--- src/design/ntc_pkg.sv ---
// ----------------------------------------------------------------------------
// ntc_pkg
// Shared kind codes, payload and stage types, and kind helper functions
// for the numeric type converter.
// ----------------------------------------------------------------------------
package ntc_pkg;

    // Kind codes; codes above KIND_U8 are unsupported
    localparam logic [3:0] KIND_F64 = 4'd0;
    localparam logic [3:0] KIND_F32 = 4'd1;
    localparam logic [3:0] KIND_I64 = 4'd2;
    localparam logic [3:0] KIND_I32 = 4'd3;
    localparam logic [3:0] KIND_I16 = 4'd4;
    localparam logic [3:0] KIND_I8  = 4'd5;
    localparam logic [3:0] KIND_U64 = 4'd6;
    localparam logic [3:0] KIND_U32 = 4'd7;
    localparam logic [3:0] KIND_U16 = 4'd8;
    localparam logic [3:0] KIND_U8  = 4'd9;

    localparam int EXP_W = 13;

    typedef struct packed {
        logic [3:0]  source_kind;
        logic [3:0]  target_kind;
        logic [63:0] source_bits;
    } ntc_in_t;

    typedef struct packed {
        logic [63:0] result_bits;
        logic        range_flag;
        logic        kind_error;
    } ntc_out_t;

    // Number in flight: value = mag * 2^(exp - 63), or a result already known
    typedef struct packed {
        logic                    direct;
        logic [63:0]             direct_bits;
        logic                    direct_flag;
        logic                    kind_error;
        logic [3:0]              target_kind;
        logic                    sign;
        logic signed [EXP_W-1:0] exp;
        logic [63:0]             mag;
        logic [2:0]              shift_amt;
    } ntc_num_t;

    // After alignment: packed base plus rounding bits, or truncated integer
    typedef struct packed {
        logic        direct;
        logic [63:0] direct_bits;
        logic        direct_flag;
        logic        kind_error;
        logic [3:0]  target_kind;
        logic        sign;
        logic [63:0] value;
        logic        guard;
        logic        sticky;
        logic        ovf;
    } ntc_rnd_t;

    function automatic logic kind_valid(logic [3:0] k);
        return k <= KIND_U8;
    endfunction

    function automatic logic kind_is_float(logic [3:0] k);
        return (k == KIND_F64) || (k == KIND_F32);
    endfunction

    function automatic logic kind_signed(logic [3:0] k);
        return (k >= KIND_I64) && (k <= KIND_I8);
    endfunction

    function automatic logic [6:0] kind_width(logic [3:0] k);
        logic [6:0] w;
        case (k) inside
            KIND_F64, KIND_I64, KIND_U64: w = 7'd64;
            KIND_F32, KIND_I32, KIND_U32: w = 7'd32;
            KIND_I16, KIND_U16:           w = 7'd16;
            default:                      w = 7'd8;
        endcase
        return w;
    endfunction

    function automatic logic [63:0] kind_mask(logic [3:0] k);
        logic [63:0] m;
        case (kind_width(k))
            7'd64:   m = '1;
            7'd32:   m = 64'h0000_0000_FFFF_FFFF;
            7'd16:   m = 64'h0000_0000_0000_FFFF;
            default: m = 64'h0000_0000_0000_00FF;
        endcase
        return m;
    endfunction

    // Saturation bounds of an integer kind
    function automatic logic [63:0] sat_max(logic [3:0] k);
        return kind_signed(k) ? (kind_mask(k) >> 1) : kind_mask(k);
    endfunction

    function automatic logic [63:0] sat_min(logic [3:0] k);
        return kind_signed(k) ? (~(kind_mask(k) >> 1) & kind_mask(k)) : 64'd0;
    endfunction

endpackage

--- src/design/ntc_chan_if.sv ---
// ----------------------------------------------------------------------------
// ntc_chan_if
// Valid/ready channel carrying one payload per transfer.
// ----------------------------------------------------------------------------
interface ntc_chan_if #(
    parameter type payload_t = logic
);
    logic     valid;
    logic     ready;
    payload_t data;

    modport source (output valid, output data, input ready);
    modport sink   (input valid, input data, output ready);
endinterface

--- src/design/ntc_unpack.sv ---
// ----------------------------------------------------------------------------
// ntc_unpack
// Stage 1: decode kinds, settle special cases, unpack the value into
// sign / exponent / magnitude and find the leading nonzero byte.
// ----------------------------------------------------------------------------
module ntc_unpack
    import ntc_pkg::*;
(
    input  logic     clk,
    input  logic     rst_n,
    input  logic     adv,
    input  logic     in_valid,
    input  ntc_in_t  in_data,
    output logic     valid_reg,
    output ntc_num_t num_reg
);

    ntc_num_t num_next;

    always_comb
    begin
        logic [3:0]  sk;
        logic [3:0]  tk;
        logic [63:0] s;
        logic [63:0] v;
        logic        is_nan;
        logic        is_inf;
        logic        is_zero;
        logic        fsign;
        sk = in_data.source_kind;
        tk = in_data.target_kind;
        s  = in_data.source_bits;
        v  = '0;
        is_nan  = 1'b0;
        is_inf  = 1'b0;
        is_zero = 1'b0;
        fsign   = 1'b0;

        num_next             = '0;
        num_next.target_kind = tk;

        if (!kind_valid(sk) || !kind_valid(tk))
        begin
            num_next.direct     = 1'b1;
            num_next.kind_error = 1'b1;
        end
        else if (kind_is_float(sk))
        begin
            // Float source: classify and unpack
            if (sk == KIND_F64)
            begin
                fsign   = s[63];
                is_nan  = (s[62:52] == '1) && (s[51:0] != '0);
                is_inf  = (s[62:52] == '1) && (s[51:0] == '0);
                is_zero = (s[62:0] == '0);
                if (s[62:52] == '0)
                begin
                    num_next.exp = -13'sd1022;
                    num_next.mag = {1'b0, s[51:0], 11'b0};
                end
                else
                begin
                    num_next.exp = $signed({2'b00, s[62:52]}) - 13'sd1023;
                    num_next.mag = {1'b1, s[51:0], 11'b0};
                end
            end
            else
            begin
                fsign   = s[31];
                is_nan  = (s[30:23] == '1) && (s[22:0] != '0);
                is_inf  = (s[30:23] == '1) && (s[22:0] == '0);
                is_zero = (s[30:0] == '0);
                if (s[30:23] == '0)
                begin
                    num_next.exp = -13'sd126;
                    num_next.mag = {1'b0, s[22:0], 40'b0};
                end
                else
                begin
                    num_next.exp = $signed({5'b0, s[30:23]}) - 13'sd127;
                    num_next.mag = {1'b1, s[22:0], 40'b0};
                end
            end
            num_next.sign = fsign;

            if (tk == sk)
            begin
                num_next.direct      = 1'b1;
                num_next.direct_bits = s & kind_mask(sk);
            end
            else if (is_nan)
            begin
                num_next.direct = 1'b1;
                if (tk == KIND_F64)
                    num_next.direct_bits = {fsign, 11'h7FF, 1'b1, s[21:0], 29'b0};
                else if (tk == KIND_F32)
                    num_next.direct_bits = {32'b0, fsign, 8'hFF, 1'b1, s[50:29]};
                else
                    num_next.direct_flag = 1'b1;
            end
            else if (is_inf)
            begin
                num_next.direct = 1'b1;
                if (tk == KIND_F64)
                    num_next.direct_bits = {fsign, 11'h7FF, 52'b0};
                else if (tk == KIND_F32)
                    num_next.direct_bits = {32'b0, fsign, 8'hFF, 23'b0};
                else
                begin
                    num_next.direct_flag = 1'b1;
                    num_next.direct_bits = fsign ? sat_min(tk) : sat_max(tk);
                end
            end
            else if (is_zero)
            begin
                num_next.direct = 1'b1;
                if (tk == KIND_F64)
                    num_next.direct_bits = {fsign, 63'b0};
                else if (tk == KIND_F32)
                    num_next.direct_bits = {32'b0, fsign, 31'b0};
            end
        end
        else
        begin
            // Integer source: extend per source kind
            case (kind_width(sk))
                7'd64:   v = s;
                7'd32:   v = kind_signed(sk) ? {{32{s[31]}}, s[31:0]} : {32'b0, s[31:0]};
                7'd16:   v = kind_signed(sk) ? {{48{s[15]}}, s[15:0]} : {48'b0, s[15:0]};
                default: v = kind_signed(sk) ? {{56{s[7]}}, s[7:0]} : {56'b0, s[7:0]};
            endcase
            num_next.sign = kind_signed(sk) && v[63];
            num_next.mag  = num_next.sign ? (~v + 64'd1) : v;
            num_next.exp  = 13'sd63;
            if (!kind_is_float(tk))
            begin
                num_next.direct      = 1'b1;
                num_next.direct_bits = v & kind_mask(tk);
            end
            else if (v == '0)
            begin
                num_next.direct = 1'b1;
            end
        end

        // Leading nonzero byte
        num_next.shift_amt = 3'd7;
        for (int i = 0; i < 8; i++)
        begin
            if (num_next.mag[i*8 +: 8] != '0)
                num_next.shift_amt = 3'(7 - i);
        end
    end

    // Stage register
    always_ff @(posedge clk or negedge rst_n)
    begin
        if (!rst_n)
            valid_reg <= 1'b0;
        else if (adv)
            valid_reg <= in_valid;
    end

    always_ff @(posedge clk)
    begin
        if (adv)
            num_reg <= num_next;
    end

endmodule

--- src/design/ntc_normalize.sv ---
// ----------------------------------------------------------------------------
// ntc_normalize
// Stages 2 and 3: normalize the magnitude so its top bit is set, first by
// whole bytes, then by bits within the leading byte.
// ----------------------------------------------------------------------------
module ntc_normalize
    import ntc_pkg::*;
(
    input  logic     clk,
    input  logic     rst_n,
    input  logic     adv,
    input  logic     in_valid,
    input  ntc_num_t in_num,
    output logic     valid_reg,
    output ntc_num_t num_reg
);

    logic     mid_valid_reg;
    ntc_num_t mid_reg;
    ntc_num_t mid_next;
    ntc_num_t num_next;

    // Byte shift, then leading bit count in the top byte
    always_comb
    begin
        mid_next     = in_num;
        mid_next.mag = in_num.mag << {in_num.shift_amt, 3'b000};
        mid_next.exp = in_num.exp - $signed(EXP_W'({in_num.shift_amt, 3'b000}));
        mid_next.shift_amt = 3'd7;
        for (int i = 0; i < 8; i++)
        begin
            if (mid_next.mag[56 + i])
                mid_next.shift_amt = 3'(7 - i);
        end
    end

    // Bit shift
    always_comb
    begin
        num_next     = mid_reg;
        num_next.mag = mid_reg.mag << mid_reg.shift_amt;
        num_next.exp = mid_reg.exp - $signed(EXP_W'(mid_reg.shift_amt));
    end

    always_ff @(posedge clk or negedge rst_n)
    begin
        if (!rst_n)
        begin
            mid_valid_reg <= 1'b0;
            valid_reg     <= 1'b0;
        end
        else if (adv)
        begin
            mid_valid_reg <= in_valid;
            valid_reg     <= mid_valid_reg;
        end
    end

    always_ff @(posedge clk)
    begin
        if (adv)
        begin
            mid_reg <= mid_next;
            num_reg <= num_next;
        end
    end

endmodule

--- src/design/ntc_round.sv ---
// ----------------------------------------------------------------------------
// ntc_round
// Stages 4 and 5: align the normalized value to the target (mantissa and
// rounding bits, or truncated integer), then round, saturate and pack.
// ----------------------------------------------------------------------------
module ntc_round
    import ntc_pkg::*;
(
    input  logic     clk,
    input  logic     rst_n,
    input  logic     adv,
    input  logic     in_valid,
    input  ntc_num_t in_num,
    output logic     valid_reg,
    output ntc_out_t out_reg
);

    logic     rnd_valid_reg;
    ntc_rnd_t rnd_reg;
    ntc_rnd_t rnd_next;
    ntc_out_t out_next;

    // Alignment
    always_comb
    begin
        logic signed [EXP_W-1:0] e;
        logic signed [EXP_W-1:0] a;
        logic [5:0]              amt;
        logic [127:0]            wide;
        e    = '0;
        a    = '0;
        amt  = '0;
        wide = '0;

        rnd_next             = '0;
        rnd_next.direct      = in_num.direct;
        rnd_next.direct_bits = in_num.direct_bits;
        rnd_next.direct_flag = in_num.direct_flag;
        rnd_next.kind_error  = in_num.kind_error;
        rnd_next.target_kind = in_num.target_kind;
        rnd_next.sign        = in_num.sign;

        if (in_num.target_kind == KIND_F64)
        begin
            e = in_num.exp + 13'sd1023;
            rnd_next.value  = ({51'b0, e} - 64'd1) << 52;
            rnd_next.value  = rnd_next.value + {11'b0, in_num.mag[63:11]};
            rnd_next.guard  = in_num.mag[10];
            rnd_next.sticky = |in_num.mag[9:0];
        end
        else if (in_num.target_kind == KIND_F32)
        begin
            e = in_num.exp + 13'sd127;
            rnd_next.ovf = (e >= 13'sd255);
            if (e >= 13'sd1)
            begin
                rnd_next.value  = ({56'b0, e[7:0]} - 64'd1) << 23;
                rnd_next.value  = rnd_next.value + {40'b0, in_num.mag[63:40]};
                rnd_next.guard  = in_num.mag[39];
                rnd_next.sticky = |in_num.mag[38:0];
            end
            else
            begin
                // Subnormal result: shift right, collect shifted-out bits
                a   = 13'sd1 - e;
                amt = (a > 13'sd63) ? 6'd63 : a[5:0];
                wide = {in_num.mag, 64'b0} >> amt;
                rnd_next.value  = {40'b0, wide[127:104]};
                rnd_next.guard  = wide[103];
                rnd_next.sticky = (|wide[102:64]) || (|wide[63:0]);
            end
        end
        else
        begin
            // Integer target: truncate toward zero
            rnd_next.ovf = (in_num.exp > 13'sd63);
            a = 13'sd63 - in_num.exp;
            if (in_num.exp < 13'sd0)
                rnd_next.value = '0;
            else
                rnd_next.value = in_num.mag >> a[5:0];
        end
    end

    // Rounding, saturation and packing
    always_comb
    begin
        logic        ru;
        logic [63:0] r64;
        logic [30:0] r31;
        logic [6:0]  w;
        logic [63:0] lim_s;
        logic [64:0] lim_u;
        logic [3:0]  tk;
        tk    = rnd_reg.target_kind;
        ru    = rnd_reg.guard && (rnd_reg.sticky || rnd_reg.value[0]);
        r64   = rnd_reg.value + {63'b0, ru};
        r31   = rnd_reg.value[30:0] + {30'b0, ru};
        w     = kind_width(tk);
        lim_s = 64'd1 << (w - 7'd1);
        lim_u = 65'd1 << w;

        out_next            = '0;
        out_next.kind_error = rnd_reg.kind_error;

        if (rnd_reg.direct)
        begin
            out_next.result_bits = rnd_reg.direct_bits;
            out_next.range_flag  = rnd_reg.direct_flag;
        end
        else if (tk == KIND_F64)
        begin
            out_next.result_bits = {rnd_reg.sign, r64[62:0]};
        end
        else if (tk == KIND_F32)
        begin
            if (rnd_reg.ovf)
                out_next.result_bits = {32'b0, rnd_reg.sign, 8'hFF, 23'b0};
            else
                out_next.result_bits = {32'b0, rnd_reg.sign, r31};
        end
        else if (kind_signed(tk))
        begin
            if (!rnd_reg.sign && (rnd_reg.ovf || rnd_reg.value >= lim_s))
            begin
                out_next.result_bits = sat_max(tk);
                out_next.range_flag  = 1'b1;
            end
            else if (rnd_reg.sign && (rnd_reg.ovf || rnd_reg.value > lim_s))
            begin
                out_next.result_bits = sat_min(tk);
                out_next.range_flag  = 1'b1;
            end
            else if (rnd_reg.sign)
                out_next.result_bits = (~rnd_reg.value + 64'd1) & kind_mask(tk);
            else
                out_next.result_bits = rnd_reg.value & kind_mask(tk);
        end
        else
        begin
            if (rnd_reg.sign)
            begin
                out_next.range_flag = rnd_reg.ovf || (rnd_reg.value != '0);
            end
            else if (rnd_reg.ovf || ({1'b0, rnd_reg.value} >= lim_u))
            begin
                out_next.result_bits = sat_max(tk);
                out_next.range_flag  = 1'b1;
            end
            else
                out_next.result_bits = rnd_reg.value;
        end
    end

    always_ff @(posedge clk or negedge rst_n)
    begin
        if (!rst_n)
        begin
            rnd_valid_reg <= 1'b0;
            valid_reg     <= 1'b0;
        end
        else if (adv)
        begin
            rnd_valid_reg <= in_valid;
            valid_reg     <= rnd_valid_reg;
        end
    end

    always_ff @(posedge clk)
    begin
        if (adv)
        begin
            rnd_reg <= rnd_next;
            out_reg <= out_next;
        end
    end

endmodule

--- src/design/numeric_type_converter.sv ---
// ----------------------------------------------------------------------------
// numeric_type_converter
// Five-stage pipelined conversion between float and integer kinds.
// Throughput: one transfer per cycle; the whole pipe holds while the
// output is stalled, the last stage acting as the output register.
// Reset clears all stage valid bits; payload registers are not reset.
// ----------------------------------------------------------------------------
module numeric_type_converter
    import ntc_pkg::*;
(
    input  logic clk,
    input  logic rst_n,
    ntc_chan_if.sink   req,
    ntc_chan_if.source rsp
);

    logic     adv;
    logic     s1_valid;
    ntc_num_t s1_num;
    logic     s3_valid;
    ntc_num_t s3_num;
    logic     s5_valid;
    ntc_out_t s5_out;

    // Pipe advances unless a finished result is blocked
    assign adv       = !s5_valid || rsp.ready;
    assign req.ready = adv;
    assign rsp.valid = s5_valid;
    assign rsp.data  = s5_out;

    ntc_unpack u_unpack (
        .clk       (clk),
        .rst_n     (rst_n),
        .adv       (adv),
        .in_valid  (req.valid),
        .in_data   (req.data),
        .valid_reg (s1_valid),
        .num_reg   (s1_num)
    );

    ntc_normalize u_normalize (
        .clk       (clk),
        .rst_n     (rst_n),
        .adv       (adv),
        .in_valid  (s1_valid),
        .in_num    (s1_num),
        .valid_reg (s3_valid),
        .num_reg   (s3_num)
    );

    ntc_round u_round (
        .clk       (clk),
        .rst_n     (rst_n),
        .adv       (adv),
        .in_valid  (s3_valid),
        .in_num    (s3_num),
        .valid_reg (s5_valid),
        .out_reg   (s5_out)
    );

endmodule

--- src/flat_wrapper.sv ---
// flat-port wrapper written by rule: the top's interface ports become plain ports
module numeric_type_converter_flat import ntc_pkg::*;
  (clk, rst_n, req_valid, req_data, req_ready, rsp_valid, rsp_data, rsp_ready);
  ntc_chan_if #(.payload_t(ntc_in_t)) req_i ();
  ntc_chan_if #(.payload_t(ntc_out_t)) rsp_i ();
  input  logic clk;
  input  logic rst_n;
  input wire logic [$bits(req_i.valid)-1:0] req_valid;
  input wire logic [$bits(req_i.data)-1:0] req_data;
  output wire logic [$bits(req_i.ready)-1:0] req_ready;
  output wire logic [$bits(rsp_i.valid)-1:0] rsp_valid;
  output wire logic [$bits(rsp_i.data)-1:0] rsp_data;
  input wire logic [$bits(rsp_i.ready)-1:0] rsp_ready;
  assign req_i.valid = req_valid;
  assign req_i.data = req_data;
  assign req_ready = req_i.ready;
  assign rsp_valid = rsp_i.valid;
  assign rsp_data = rsp_i.data;
  assign rsp_i.ready = rsp_ready;
  numeric_type_converter u_core (.clk(clk), .rst_n(rst_n), .req(req_i), .rsp(rsp_i));
endmodule
--- config.mk ---
export PLATFORM = sky130hd
export DESIGN_NAME = numeric_type_converter_flat
export DESIGN_NICKNAME = d
export VERILOG_FILES = /design/src/design/ntc_pkg.sv /design/src/design/ntc_chan_if.sv /design/src/design/ntc_unpack.sv /design/src/design/ntc_normalize.sv /design/src/design/ntc_round.sv /design/src/design/numeric_type_converter.sv /design/src/flat_wrapper.sv
export SDC_FILE = /design/constraint.sdc
export NUM_CORES = 2
export LEC_CHECK = 0
export BUFFER_PORTS_ARGS = -buffer_cell sky130_fd_sc_hd__clkbuf_2
export CELL_PAD_IN_SITES_DETAIL_PLACEMENT = 0
export CELL_PAD_IN_SITES_GLOBAL_PLACEMENT = 1
export CORE_MARGIN = 4
export CORE_UTILIZATION = 35
export CTS_BUF_LIST = sky130_fd_sc_hd__clkbuf_4 sky130_fd_sc_hd__clkbuf_8 sky130_fd_sc_hd__clkbuf_16
export CTS_CLUSTER_DIAMETER = 80
export DETAILED_ROUTE_END_ITERATION = 16
export PLACE_DENSITY_LB_ADDON = 0.3
export SLEW_MARGIN = 30
export SYNTH_ARGS = -nofsm -noshare
export SYNTH_HDL_FRONTEND = slang
export SYNTH_SLANG_ARGS = --single-unit
--- constraint.sdc ---
create_clock -name clk -period 64.7 [get_ports clk]
set_input_delay 12.94 -clock clk [delete_from_list [all_inputs] [get_ports clk]]
set_output_delay 12.94 -clock clk [all_outputs]
set_load 0.005 [all_outputs]
==> results_dict.tcl <==
set metrics [dict create \
    wl_met3_um 16000 \
    grt.total_usage_pct 25.7 \
    path_class "in -> out" \
    htreeDepth 3 \
    antenna_found_initial 11 \
    initial_core_util_pct 35.4 \
    clkTransAtPathRegs_ns 0.06 \
    synthCells 4866 \
    grt_overflow_total 0 \
    clock_sink_count 662 \
    post-cts-setup-buffers 0 \
    grt_pass1_vias 37300 \
    hold_buffers 0 \
    syn_area_mm2 0.0460 \
    critPathLaunchType "primary input" \
    syn-num-nets 4980 \
    finalSetupViolations 0 \
    synthDistinctLibCells 97 \
    die_h_um 370 \
    stdcell_area_mm2 0.0506 \
    hp-class "reg -> reg" \
    die_area_mm2 0.137 \
    fin_crit_sh_pct 41.3 \
    maxUsedRoutingLayer "met5" \
    drtIter0Drc 5344 \
    gp_congestion 0.994 \
    drt-wirelength-per-cell_um 28.0 \
    tightest_slew_ns 1.01 \
    fp.dieW_um 370 \
    m1WireLength_um 79800 \
    synth_seq_cells 662 \
    ios 144 \
    layout_commonest_cell "edfxtp_1" \
    status "complete, no violations" \
    leakage_nw 18.1 \
    clock_skew_ns 0.0320 \
    worstPathRequired_ns 51.76 \
    synthFlopType "edfxtp_1" \
    max_freq_ghz 0.0375 \
    worst-endpoint-arrival_ns 13.76 \
    max-cap-violations 0 \
    avgViaCountPerCell 6.22 \
    drtAntennaViolNets 0 \
    syn_avg_cell_area_um2 9.45 \
    fillers 13000 \
    largest_reg_flops 152 \
    grt_pass1_wl_um 264000 \
    grt_max_degree 194 \
    vias 40700 \
    core_mm2 0.130 \
    rows 132 \
    nets 4864 \
    firstDrtPassIters 6 \
    cts_tree "yes" \
    reg2reg_slack_ns 56.95 \
    area_delta_synth_final_pct 10.0 \
    finalHoldViolCount 0 \
    post-route-min-period_ns 26.70 \
    cts-resized-gates 0 \
    layout_common_cells "657 x edfxtp_1, 467 x nand2_1, 460 x nor2_1" \
    drc_errors 0 \
    hpwl_um 133000 \
    cts_made_buffers 73 \
    ir_drop_v 0.0000380 \
    p_per_area_mw_per_mm2 61.8 \
    cts-root-buf "clkbuf_16" \
    tns_ns 0 \
    synth_enable_flop_cells 657 \
    drv_slew 0 \
    drt_wl_total_um 183000 \
    wl_met2_um 80000 \
    placed_cell_area_mm2 0.0481 \
    cts_buffer_depth 3 \
    rsz0062_at_grt "false" \
    cp_max_fo 45 \
    async_reset_ff_share_pct 0.755 \
    port_buffers 143 \
    slew_headroom_pct 32.6 \
    clkLatencyLatePin_ns 0.67 \
    yosysWarnings 0 \
    power.total_mw 3.13 \
    cp-end-kind "output port" \
    drive_gt1_share_pct 14.0 \
    yosysSeqAreaShare_pct 43.2 \
]
==> power by group <==
part | internal, mW | switching (mW)
Sequential | 0.718 | 0.222
Clock | 0.240 | 0.178
Combinational | 0.629 | 1.14
==> layout make-up <==
class	count	area, um2	area share, %
Clock inverter	36	489	0.967
Clock buffer	90	1950	3.86
Timing Repair Buffer	256	1610	3.18
Antenna cell	2	5.00	0.00989
Multi-Input combinational cell	3649	24100	47.6
Tap cell	1742	2180	4.31
Inverter	108	405	0.801
Sequential cell	662	19900	39.2
==> worst max-delay path, cell delays in order <==
cell      delay, ns
clkbuf_2       0.08
nand2b_4       0.51
clkbuf_2       0.23
==> cells by family after synthesis <==
group	Yosys count	synth area share, %
compound gates	1440	19.6
xor+xnor	238	4.55
fa+ha+maj	38	1.07
buf+inv	555	4.65
flops	662	43.2
mux	388	11.3
simple gates	1545	15.6
==> synthesized netlist by cell type (35+ instances only) <==
cell type / count / area (um2)
a31oi_1: 40 / 250
nor2_1: 464 / 1740
a221oi_1: 59 / 517
inv_1: 104 / 390
a21oi_1: 421 / 2110
a211oi_1: 48 / 360
o31ai_1: 39 / 293
o22ai_1: 69 / 432
o21ai_0: 405 / 2030
nand2_1: 469 / 1760
or3_1: 43 / 269
clkbuf_1: 363 / 1360
mux4_2: 92 / 2070
o211ai_1: 48 / 360
xor2_1: 123 / 1080
nor3_1: 116 / 581
mux2_2: 143 / 1610
nor4_1: 48 / 300
edfxtp_1: 657 / 19700
o32ai_1: 36 / 315
nand3_1: 120 / 601
and3_1: 40 / 250
buf_1: 54 / 203
ha_1: 36 / 450
mux2i_1: 153 / 1530
xnor2_1: 114 / 998
nor2b_1: 38 / 238
nand2b_1: 36 / 225
o221ai_1: 35 / 307
and2_1: 64 / 400
==> layer usage <==
layer,vias up,global-route usage [%]
met4,4,9.03
li1,18100,-
met5,-,0
met1,20100,37.3
met2,2150,38.8
met3,361,4.27
==> through the flow <==
step           setup WS, ns  instances  utilization [%]  hold slack [ns]
4_1_cts               37.97       6542             38.9            0.391
3_3_place_gp          37.98       6416             37.0            0.401
3_5_place_dp          37.98       6416             37.0            0.405
2_1_floorplan         20.81       4866                -            0.400
6_report              38.00       6545             38.9            0.395
5_1_grt               37.90       6543             38.9            0.405
==> worst paths after layout <==
check	start	end	depth (start not counted)
worst min register to register	u_core.u_normalize.mid_reg[150]	u_core.u_normalize.num_reg[150]	0
worst min-delay path	u_core.u_normalize.mid_reg[150]	u_core.u_normalize.num_reg[150]	0
worst max-delay path	rsp_ready	req_ready	3
worst max register to register	u_core.u_normalize.num_reg[68]	u_core.u_round.rnd_reg[1]	19
min in group asynchronous	rst_n	u_core.u_round.valid_reg	1
max in group asynchronous	rst_n	u_core.u_unpack.valid_reg	1
Power figures use the tool's default switching activity.
